<file path="src/rtl/sed_pkg.sv">
`default_nettype none

package sed_pkg;

    localparam int WIDTH_DEF = 32;

    typedef struct packed {
        logic start;
    } t_core_ctl;

    typedef struct packed {
        logic busy;
        logic done;
    } t_core_sts;

endpackage

`default_nettype wire

</file>
<file path="src/rtl/sed_core.sv">
`default_nettype none

module sed_core #(
    parameter int WIDTH = sed_pkg::WIDTH_DEF
) (
    input  wire logic              i_clk,
    input  wire logic              i_rst_n,
    input  wire sed_pkg::t_core_ctl i_ctl,
    input  wire logic [WIDTH-1:0]  i_num,
    input  wire logic [WIDTH-1:0]  i_den,
    output sed_pkg::t_core_sts     o_sts,
    output logic      [WIDTH-1:0]  o_quo,
    output logic      [WIDTH-1:0]  o_rem
);
    import sed_pkg::*;

    localparam int CW = $clog2(WIDTH + 1);

    logic [CW-1:0]    r_cnt;
    logic             r_busy;
    logic [WIDTH-1:0] r_quo;
    logic [WIDTH-1:0] r_rem;
    logic [WIDTH-1:0] r_den;
    logic [WIDTH:0]   w_trial;

    assign w_trial = {r_rem, r_quo[WIDTH-1]} - {1'b0, r_den};

    always_ff @(posedge i_clk) begin
        if (!i_rst_n) begin
            r_busy <= 1'b0;
            r_cnt  <= '0;
        end else if (i_ctl.start) begin
            r_busy <= 1'b1;
            r_cnt  <= CW'(WIDTH);
        end else if (r_busy) begin
            r_cnt <= r_cnt - CW'(1);
            if (r_cnt == CW'(1)) begin
                r_busy <= 1'b0;
            end
        end
    end

    always_ff @(posedge i_clk) begin
        if (i_ctl.start) begin
            r_quo <= i_num;
            r_rem <= '0;
            r_den <= i_den;
        end else if (r_busy) begin
            r_quo <= {r_quo[WIDTH-2:0], ~w_trial[WIDTH]};
            if (!w_trial[WIDTH]) begin
                r_rem <= w_trial[WIDTH-1:0];
            end else begin
                r_rem <= {r_rem[WIDTH-2:0], r_quo[WIDTH-1]};
            end
        end
    end

    assign o_sts.busy = r_busy;
    assign o_sts.done = r_busy && (r_cnt == CW'(1));
    assign o_quo      = r_quo;
    assign o_rem      = r_rem;

endmodule

`default_nettype wire

</file>
<file path="src/rtl/signed_euclidean_divider.sv">
// Signed Euclidean divider.
// Input channel: i_in_valid / o_in_stall carry one beat of i_dividend and
// i_divisor (WIDTH-bit two's complement). Output channel: o_out_valid /
// i_out_stall carry o_quotient (WIDTH+1 bits, signed), o_remainder
// (WIDTH-1 bits, 0 <= r < |divisor|) and o_divide_by_zero. A zero divisor
// gives zero quotient and remainder with the flag set.
// One item is in flight at a time. The magnitude divider retires one
// quotient bit per cycle in shift-subtract steps; sign correction (S_FIX)
// and output load (S_OUT) follow. A new beat is taken only once the
// previous result has been loaded into the output register.
// The output register lets the next beat be accepted while a result still
// waits; if the receiver stalls long enough, the finished item is held
// until the output register frees up, and o_in_stall stays high meanwhile.
// Synchronous active-low reset empties the block and drops any item.
`default_nettype none

module signed_euclidean_divider #(
    parameter int WIDTH = sed_pkg::WIDTH_DEF
) (
    input  wire logic              i_clk,
    input  wire logic              i_rst_n,
    input  wire logic              i_in_valid,
    output logic                   o_in_stall,
    input  wire logic [WIDTH-1:0]  i_dividend,
    input  wire logic [WIDTH-1:0]  i_divisor,
    output logic                   o_out_valid,
    input  wire logic              i_out_stall,
    output logic      [WIDTH:0]    o_quotient,
    output logic      [WIDTH-2:0]  o_remainder,
    output logic                   o_divide_by_zero
);
    import sed_pkg::*;

    typedef enum logic [3:0] {
        S_IDLE = 4'b0001,
        S_DIV  = 4'b0010,
        S_FIX  = 4'b0100,
        S_OUT  = 4'b1000
    } t_state;

    t_state           r_state, n_state;
    logic             r_nneg;
    logic             r_qneg;
    logic             r_dz;
    logic [WIDTH-1:0] r_b;
    logic [WIDTH:0]   r_q;
    logic [WIDTH-1:0] r_r;
    logic             r_out_valid;

    logic             w_accept;
    logic             w_load;
    logic             w_inc;
    logic [WIDTH-1:0] w_amag;
    logic [WIDTH-1:0] w_bmag;
    logic [WIDTH-1:0] w_quo;
    logic [WIDTH-1:0] w_rem;
    t_core_ctl        w_ctl;
    t_core_sts        w_sts;

    assign o_in_stall = (r_state != S_IDLE);
    assign w_accept   = i_in_valid && !o_in_stall;
    assign w_load     = (r_state == S_OUT) && (!r_out_valid || !i_out_stall);
    assign w_inc      = r_nneg && (w_rem != '0);

    assign w_amag = i_dividend[WIDTH-1] ? (~i_dividend + WIDTH'(1)) : i_dividend;
    assign w_bmag = i_divisor[WIDTH-1]  ? (~i_divisor + WIDTH'(1))  : i_divisor;

    assign w_ctl.start = w_accept;

    sed_core #(
        .WIDTH(WIDTH)
    ) u_core (
        .i_clk   (i_clk),
        .i_rst_n (i_rst_n),
        .i_ctl   (w_ctl),
        .i_num   (w_amag),
        .i_den   (w_bmag),
        .o_sts   (w_sts),
        .o_quo   (w_quo),
        .o_rem   (w_rem)
    );

    always_comb begin
        n_state = r_state;
        case (r_state)
            S_IDLE: begin
                if (w_accept) begin
                    n_state = S_DIV;
                end
            end
            S_DIV: begin
                if (w_sts.done) begin
                    n_state = S_FIX;
                end
            end
            S_FIX: begin
                n_state = S_OUT;
            end
            S_OUT: begin
                if (w_load) begin
                    n_state = S_IDLE;
                end
            end
            default: begin
                n_state = S_IDLE;
            end
        endcase
    end

    always_ff @(posedge i_clk) begin
        if (!i_rst_n) begin
            r_state     <= S_IDLE;
            r_out_valid <= 1'b0;
        end else begin
            r_state <= n_state;
            if (w_load) begin
                r_out_valid <= 1'b1;
            end else if (!i_out_stall) begin
                r_out_valid <= 1'b0;
            end
        end
    end

    always_ff @(posedge i_clk) begin
        if (w_accept) begin
            r_nneg <= i_dividend[WIDTH-1];
            r_qneg <= i_dividend[WIDTH-1] ^ i_divisor[WIDTH-1];
            r_dz   <= (i_divisor == '0);
            r_b    <= w_bmag;
        end
        if (r_state == S_FIX) begin
            r_q <= {1'b0, w_quo} + {{WIDTH{1'b0}}, w_inc};
            r_r <= w_inc ? (r_b - w_rem) : w_rem;
        end
        if (w_load) begin
            o_quotient       <= r_dz ? '0 : (r_qneg ? (~r_q + (WIDTH+1)'(1)) : r_q);
            o_remainder      <= r_dz ? '0 : r_r[WIDTH-2:0];
            o_divide_by_zero <= r_dz;
        end
    end

    assign o_out_valid = r_out_valid;

    a_accept_starts: assert property (@(posedge i_clk) disable iff (!i_rst_n)
        w_accept |=> (r_state == S_DIV) && w_sts.busy)
        else $error("accepted beat did not start the divider");

    a_done_in_div: assert property (@(posedge i_clk) disable iff (!i_rst_n)
        (r_state != S_DIV) |-> !w_sts.done)
        else $error("divider finished outside the divide phase");

    a_rem_bound: assert property (@(posedge i_clk) disable iff (!i_rst_n)
        (r_state == S_FIX) && !r_dz |-> (w_rem < r_b))
        else $error("magnitude remainder not below divisor");

    a_dz_zero: assert property (@(posedge i_clk) disable iff (!i_rst_n)
        o_out_valid && o_divide_by_zero |-> (o_quotient == '0) && (o_remainder == '0))
        else $error("divide by zero result not cleared");

endmodule

`default_nettype wire
</file>
<file path="config.mk">
export PLATFORM = sky130hd
export DESIGN_NAME = signed_euclidean_divider
export DESIGN_NICKNAME = d
export VERILOG_FILES = /design/src/rtl/sed_pkg.sv /design/src/rtl/sed_core.sv /design/src/rtl/signed_euclidean_divider.sv
export SDC_FILE = /design/constraint.sdc
export NUM_CORES = 1
export LEC_CHECK = 0
export ABC_CLOCK_PERIOD_IN_PS = 7700
export BUFFER_PORTS_ARGS = -buffer_cell sky130_fd_sc_hd__buf_2
export CAP_MARGIN = 20
export CORE_MARGIN = 10
export CORE_UTILIZATION = 55
export DETAILED_ROUTE_END_ITERATION = 8
export PLACE_DENSITY = 0.78
export SYNTH_ARGS = -nofsm -noshare
export SYNTH_HDL_FRONTEND = slang
export SYNTH_SLANG_ARGS = --single-unit
</file>
<file path="constraint.sdc">
create_clock -name i_clk -period 7.7 [get_ports i_clk]
set_clock_uncertainty 0.2 [all_clocks]
set_input_delay 0.385 -clock i_clk [delete_from_list [all_inputs] [get_ports i_clk]]
set_output_delay 0.385 -clock i_clk [all_outputs]
set_load 0.01 [all_outputs]
</file>
## After elaboration in Yosys (flattened, before gate mapping)

Index checks and enable logic that the tools add are counted.

| storage, ports and cells | value |
|---|---|
| register bits | 240 |
| input bits | 68 |
| output and inout port bits | 67 |
| word-level logic and storage cells | 71 |

| cells by class | value |
|---|---|
| $add $sub $neg | 7 |
| eq/ne operators | 10 |
| mux-type cells | 18 |
| bitwise operators | 6 |
| reductions and logical operators | 13 |

Operators by type and width:

| kind | number |
|---|---|
| 2-to-1 mux 32 bit | 4 |
| adder 32 x 1 -> 32 bit, second input constant | 2 |
| NOT 32 bit | 2 |
| 2-to-1 mux 31 bit | 2 |
| adder 32 x 1 -> 33 bit | 1 |
| adder 33 x 1 -> 33 bit, second input constant | 1 |
| 2-to-1 mux 33 bit | 1 |
| NOT 33 bit | 1 |
| subtractor 33 x 32 -> 33 bit | 1 |
| logical NOT 32 bit | 1 |
| nonzero test 32 bit | 1 |
| subtractor 31 bit | 1 |
| case mux 4 bit (4 select lines) | 1 |
| 2-to-1 mux 4 bit | 3 |
| 2-to-1 mux 6 bit | 2 |
| equality test 6 x 1 -> 1 bit, second input constant | 1 |
| inequality test 2 x 1 -> 1 bit, second input constant | 3 |
| subtractor 6 x 1 -> 6 bit, second input constant | 1 |
| 2-to-1 mux 1 bit | 5 |
| equality test 4 x 1 -> 1 bit, second input constant | 1 |
| equality test 4 x 2 -> 1 bit, second input constant | 1 |
| equality test 4 x 3 -> 1 bit, second input constant | 1 |
| equality test 4 bit, second input constant | 1 |
| logical AND 1 bit | 4 |
| other kinds (9) | 12 |

## Longest topological paths before layout

| depth | value |
|---|---|
| depth in word-level cells | 5 |
| mapped depth | 15 |
| gate-level depth less buffers | 13 |

## By module

A second synthesis with hierarchy kept.

| second synthesis, totals | value |
|---|---|
| cell total of the unflattened synthesis | 1533 |
| area total of the unflattened synthesis | 15975.3 µm² |

By module, submodules not included:

| module | times used | cells an instance | area an instance (µm²) | sequential area each (µm²) |
|---|---|---|---|---|
| signed_euclidean_divider | 1 | 963 | 10070.9 | 4994.8 |
| sed_core | 1 | 570 | 5904.4 | 2702.6 |

## Worst setup path before layout

OpenSTA, ideal clock, no wires.

| path | value |
|---|---|
| kind | flip-flop to flip-flop |
| start point | reg r_state[2] |
| end point | reg r_state[3] |
| setup time | 103 ps |
| arrival | 7682 ps |
| data required time | 7397 ps |
| slack | -285 ps |
| stages on the path, launching flop included | 4 |
| buffers on the path | 0 |
| period minus slack after synthesis | 7985 ps |
| path through | dfxtp_1 > nor4b_1 > nor3_1 > nor3_1 |

| between the ends | value |
|---|---|
| cells in the longest elaborated chain, start to end | 5 |
| elaborated cells between the ends (all ways) | 13 |
| classes of those cells | eq/ne (8); mux (1); reduce/logical (4) |

RTL lines:

| element | line | source |
|---|---|---|
| start, declared | signed_euclidean_divider.sv:41 | `t_state r_state, n_state;` |
| start signal, assigned | signed_euclidean_divider.sv:115 | `r_state <= n_state;` |
| inequality test 4 x 1 -> 1 bit | signed_euclidean_divider.sv:60 | `assign o_in_stall = (r_state != S_IDLE);` |
| logical NOT 1 bit | signed_euclidean_divider.sv:61 | `assign w_accept = i_in_valid && !o_in_stall;` |
| logical AND 1 bit | signed_euclidean_divider.sv:61 |  |
| inequality test 2 x 1 -> 1 bit (no line) | - |  |
| AND reduction 3 bit (no line) | - |  |

Parallel ways exist; a longest one is shown, timed or not.
A chain may end at the register's enable or synchronous reset.

==> impl_metrics.py <==
metrics = {
    "critical_path": {
        "cp-start-kind": "register",
        "reg2reg_from": "r_b[0]",
        "critPathSlowestCell": "buf_4",
        "crit_path_end": "u_core.o_rem[19]",
        "path_max_fanout": 26,
        "crit_start": "r_b[0]",
        "path_buf_inv": 1,
        "endpoint_kind": "register",
        "cp_common_cell": "nand3_1",
        "crit_family": "compound AO/OA/AOI/OAI gates",
        "critPathKind": "register to register",
        "path_cells": "ha_1, fa_1, nor2b_1, o31a_1, o32a_1, nand3_1, nand3_1, a21oi_4, xnor2_4, buf_4, mux2_2, o22ai_1",
        "r2r_slack_ps": 3970,
        "reg2reg_depth": 12,
        "cp.arrival_ps": 3990,
        "worstSetupPathDepth": 12,
        "crit_required_ps": 7950,
        "slowest_delay_ps": 450,
        "r2r-end": "u_core.o_rem[19]",
    },
    "clocking": {
        "cts_tree": "done",
        "post-cts-setup-buffers": 0,
        "clockBufferDepth": 3,
        "insertion_delay_ps": 540,
        "h-tree-depth": 1,
        "numCtsBuffers": 26,
        "ctsResizeCount": 0,
        "cts-root-buf": "clkbuf_16",
        "cts.sinks": 240,
        "clk_pin_slew_worst_paths_ps": 60,
    },
    "global_routing": {
        "grt_pass1_vias": 11300,
        "grtUsageMet2": 0.339,
        "grt-ovfl-total": 0,
        "grt_pass1_wl_um": 57200,
        "grt_max_degree": 88,
        "grt.met3_usage": 0.0336,
        "groute.layer.met1.usage": 0.272,
        "antenna_found_initial": 0,
        "track_usage": 0.205,
        "grt-busiest-layer": "met2",
    },
    "placement": {
        "hpwl_um": 26700,
        "placed_cell_area_um2": 15800,
        "preCtsSetupSlack_ps": 4020,
        "gp_congestion": 0.955,
        "port_buffers": 134,
        "placed_cells": 1943,
    },
    "detailed_routing": {
        "drt-total-wl_um": 35400,
        "drtAntennaViolNets": 0,
        "firstDrtPassIters": 5,
        "wl_per_cell_um": 17.5,
        "vias": 11600,
        "drt_drc_violations_left": 0,
        "vias_per_cell": 5.76,
        "drt-initial-drc-count": 1045,
    },
    "yosys": {
        "async_reset_ff_frac": 0,
        "syn_area_per_cell_um2": 9.76,
        "synth.distinct_cells": 78,
        "synth_ff_type": "edfxtp_1",
        "ys_warn_count": 0,
        "synth_edf_count": 196,
        "synthCells": 1516,
        "synth_area_um2": 14800,
        "syn_nets": 1655,
        "ys_seq_area_frac": 0.457,
        "ys_ff_latch": 240,
    },
    "final_layout": {
        "drive_gt1_frac": 0.126,
        "syn2layout_area_growth_pct": 14.3,
        "stdcell_area_um2": 16900,
        "diodes": 0,
        "final_util": 0.644,
        "nets": 1804,
        "fin_cells": 2019,
    },
    "flow_run": {
        "cap_violations": 0,
    },
    "floorplanning": {
        "placementRows": 59,
        "initial_core_util": 0.563,
        "die_area_um2": 33900,
        "io_pins": 135,
        "die_w_um": 184,
        "core-area_um2": 26300,
        "die_y_um": 184,
    },
    "sta": {
        "final.setup.worst_slack_ps": 3970,
        "whs_ps": 16.3,
        "setup_tns_ps": 0,
        "setup_violations": 0,
        "fin_crit_ps": 3730,
        "timing.final.max_slew_violations": 0,
        "grt_setup_unrepaired": "false",
        "hold_viol": 0,
        "max_freq_ghz": 0.268,
        "max_slew_margin": 0.452,
        "post-route-period-util": 0.485,
        "worstMarginPinSlew_ps": 822,
    },
    "pwr": {
        "leakage_nw": 6.54,
        "pwr_density_cell_nw_per_um2": 328,
        "totalPowerFinal_mw": 5.56,
        "ir_worst_vdd_v": 0.000198,
    },
    "worst_hold_path": {
        "min-delay-path-class": "input pin to register",
    },
    "run_status": {
        "outcome": "completed",
    },
}
==> worst min-delay path by stage <==
stage / from / endpoint / slack [ps] / depth (start not counted)
final: i_divisor[29] / r_b[29] / 20 / 2
after global routing: i_divisor[29] / r_b[29] / 10 / 2
after CTS: i_divisor[29] / r_b[29] / 7 / 2
after detailed placement: u_core.r_cnt[1] / u_core.r_cnt[1] / 290 / 2
after global placement: u_core.r_cnt[1] / u_core.r_cnt[1] / 280 / 2
after floorplan: r_dz / o_divide_by_zero / 220 / 0
==> logic make-up (layout without fill, tap and decap cells) <==
| family | after synthesis | in the layout | synth area share |
|---|---|---|---|
| multiplexers | 28 | 28 | 0.0190 |
| AND/OR/NAND/NOR | 483 | 483 | 0.161 |
| AO/OA/AOI/OAI | 368 | 368 | 0.157 |
| adder cells (fa/ha/maj) | 71 | 71 | 0.0610 |
| XOR/XNOR | 183 | 183 | 0.109 |
| flip-flops | 240 | 240 | 0.457 |
| buffers and inverters | 143 | 311 | 0.0369 |
==> synthesized netlist by cell type, drive strengths merged, types with 2 or more instances <==
cell | instances | share of area
fa | 2 | 0.0027
a21boi | 3 | 0.0015
a31oi | 9 | 0.0038
nor3 | 26 | 0.0088
buf | 12 | 0.0036
o21ai | 136 | 0.046
and2 | 10 | 0.0042
nor2b | 42 | 0.018
inv | 90 | 0.023
or4 | 9 | 0.0051
nand2 | 158 | 0.040
o32a | 4 | 0.0027
a41oi | 4 | 0.0024
nand3 | 36 | 0.012
o31ai | 25 | 0.014
nor4 | 16 | 0.0078
mux2i | 27 | 0.018
a211o | 2 | 0.0012
nand3b | 6 | 0.0039
xor2 | 85 | 0.050
a21o | 33 | 0.017
or3 | 16 | 0.0074
a311oi | 3 | 0.0018
ha | 69 | 0.058
o22ai | 9 | 0.0038
a21oi | 74 | 0.026
clkbuf | 40 | 0.010
o21a | 10 | 0.0051
o211ai | 6 | 0.0030
or2 | 10 | 0.0044
nand2b | 12 | 0.0056
edfxtp | 196 | 0.40
nor2 | 108 | 0.027
a211oi | 10 | 0.0051
o21bai | 10 | 0.0051
and3 | 10 | 0.0042
o32ai | 4 | 0.0024
nor4b | 4 | 0.0024
xnor2 | 98 | 0.058
dfxtp | 44 | 0.060
o41ai | 14 | 0.0093
nand4 | 15 | 0.0063
==> layer usage <==
layer / routed length, um / up-vias
li1: - / 5769
met1: 15600 / 5411
met2: 16500 / 407
met3: 2530 / 47
met4: 771 / 0
met5: 0 / -
==> cell type report <==
| type | count | area, um^2 |
|---|---|---|
| multi-input combinational | 1133 | 7540 |
| timing repair buffer | 173 | 1040 |
| fill | 2102 | 9350 |
| sequential | 240 | 6770 |
| tap | 335 | 419 |
| inverter | 91 | 342 |
| clock buffer | 34 | 712 |
| clock inverter | 13 | 109 |
==> flip-flops by register name, summed over array words and instances (netlist names), 4 cells and up <==
signal and flops:
u_core.o_quo 32, o_remainder 31, u_core.o_rem 32, r_b 32
r_q 33, o_quotient 33, r_r 31, r_state 4
u_core.r_cnt 6
==> power breakdown <==
part / total, mW / internal [mW] / leakage (nW) / switching [mW]
combinational: 2.44 / 1.03 / 3.95 / 1.42
clock: 1.19 / 0.689 / 0.409 / 0.505
sequential: 1.92 / 1.67 / 2.18 / 0.248
==> worst register-to-register path, delay by kind of cell (launching register included) <==
family / cells / cell delay (ps)
compound gates: 4 / 660
fa+ha+maj: 2 / 650
simple gates: 3 / 540
buf+inv: 1 / 450
flops: 1 / 400
mux: 1 / 400
xor+xnor: 1 / 340
==> placed cells by master (no fill, tap or decap), types with 10 or more instances in the layout <==
master and count:
nor2b_1 42, buf_2 134, nand2b_1 11, or3_1 14, inv_1 90, nand2_1 156, edfxtp_1 196, ha_1 69
a211oi_1 10, clkbuf_16 27, xnor2_1 97, dfxtp_1 44, a21oi_1 72, nor3_1 26, xor2_1 85, and3_1 10
dlygate4sd3_1 29, nor4_1 15, o41ai_1 12, o21bai_1 10, a21o_1 33, nand3_1 36, nor2_1 108, o21ai_0 130
o31ai_1 22, buf_4 10, nand4_1 15, o21a_1 10, mux2i_1 27
==> repair_timing <==
action / CTS / global route
endpoints found under the hold margin: 30 / 0
setup endpoints to repair: 0 / 0
hold buffers: 29 / 0
No activity file was read; power rests on OpenSTA's default activity.
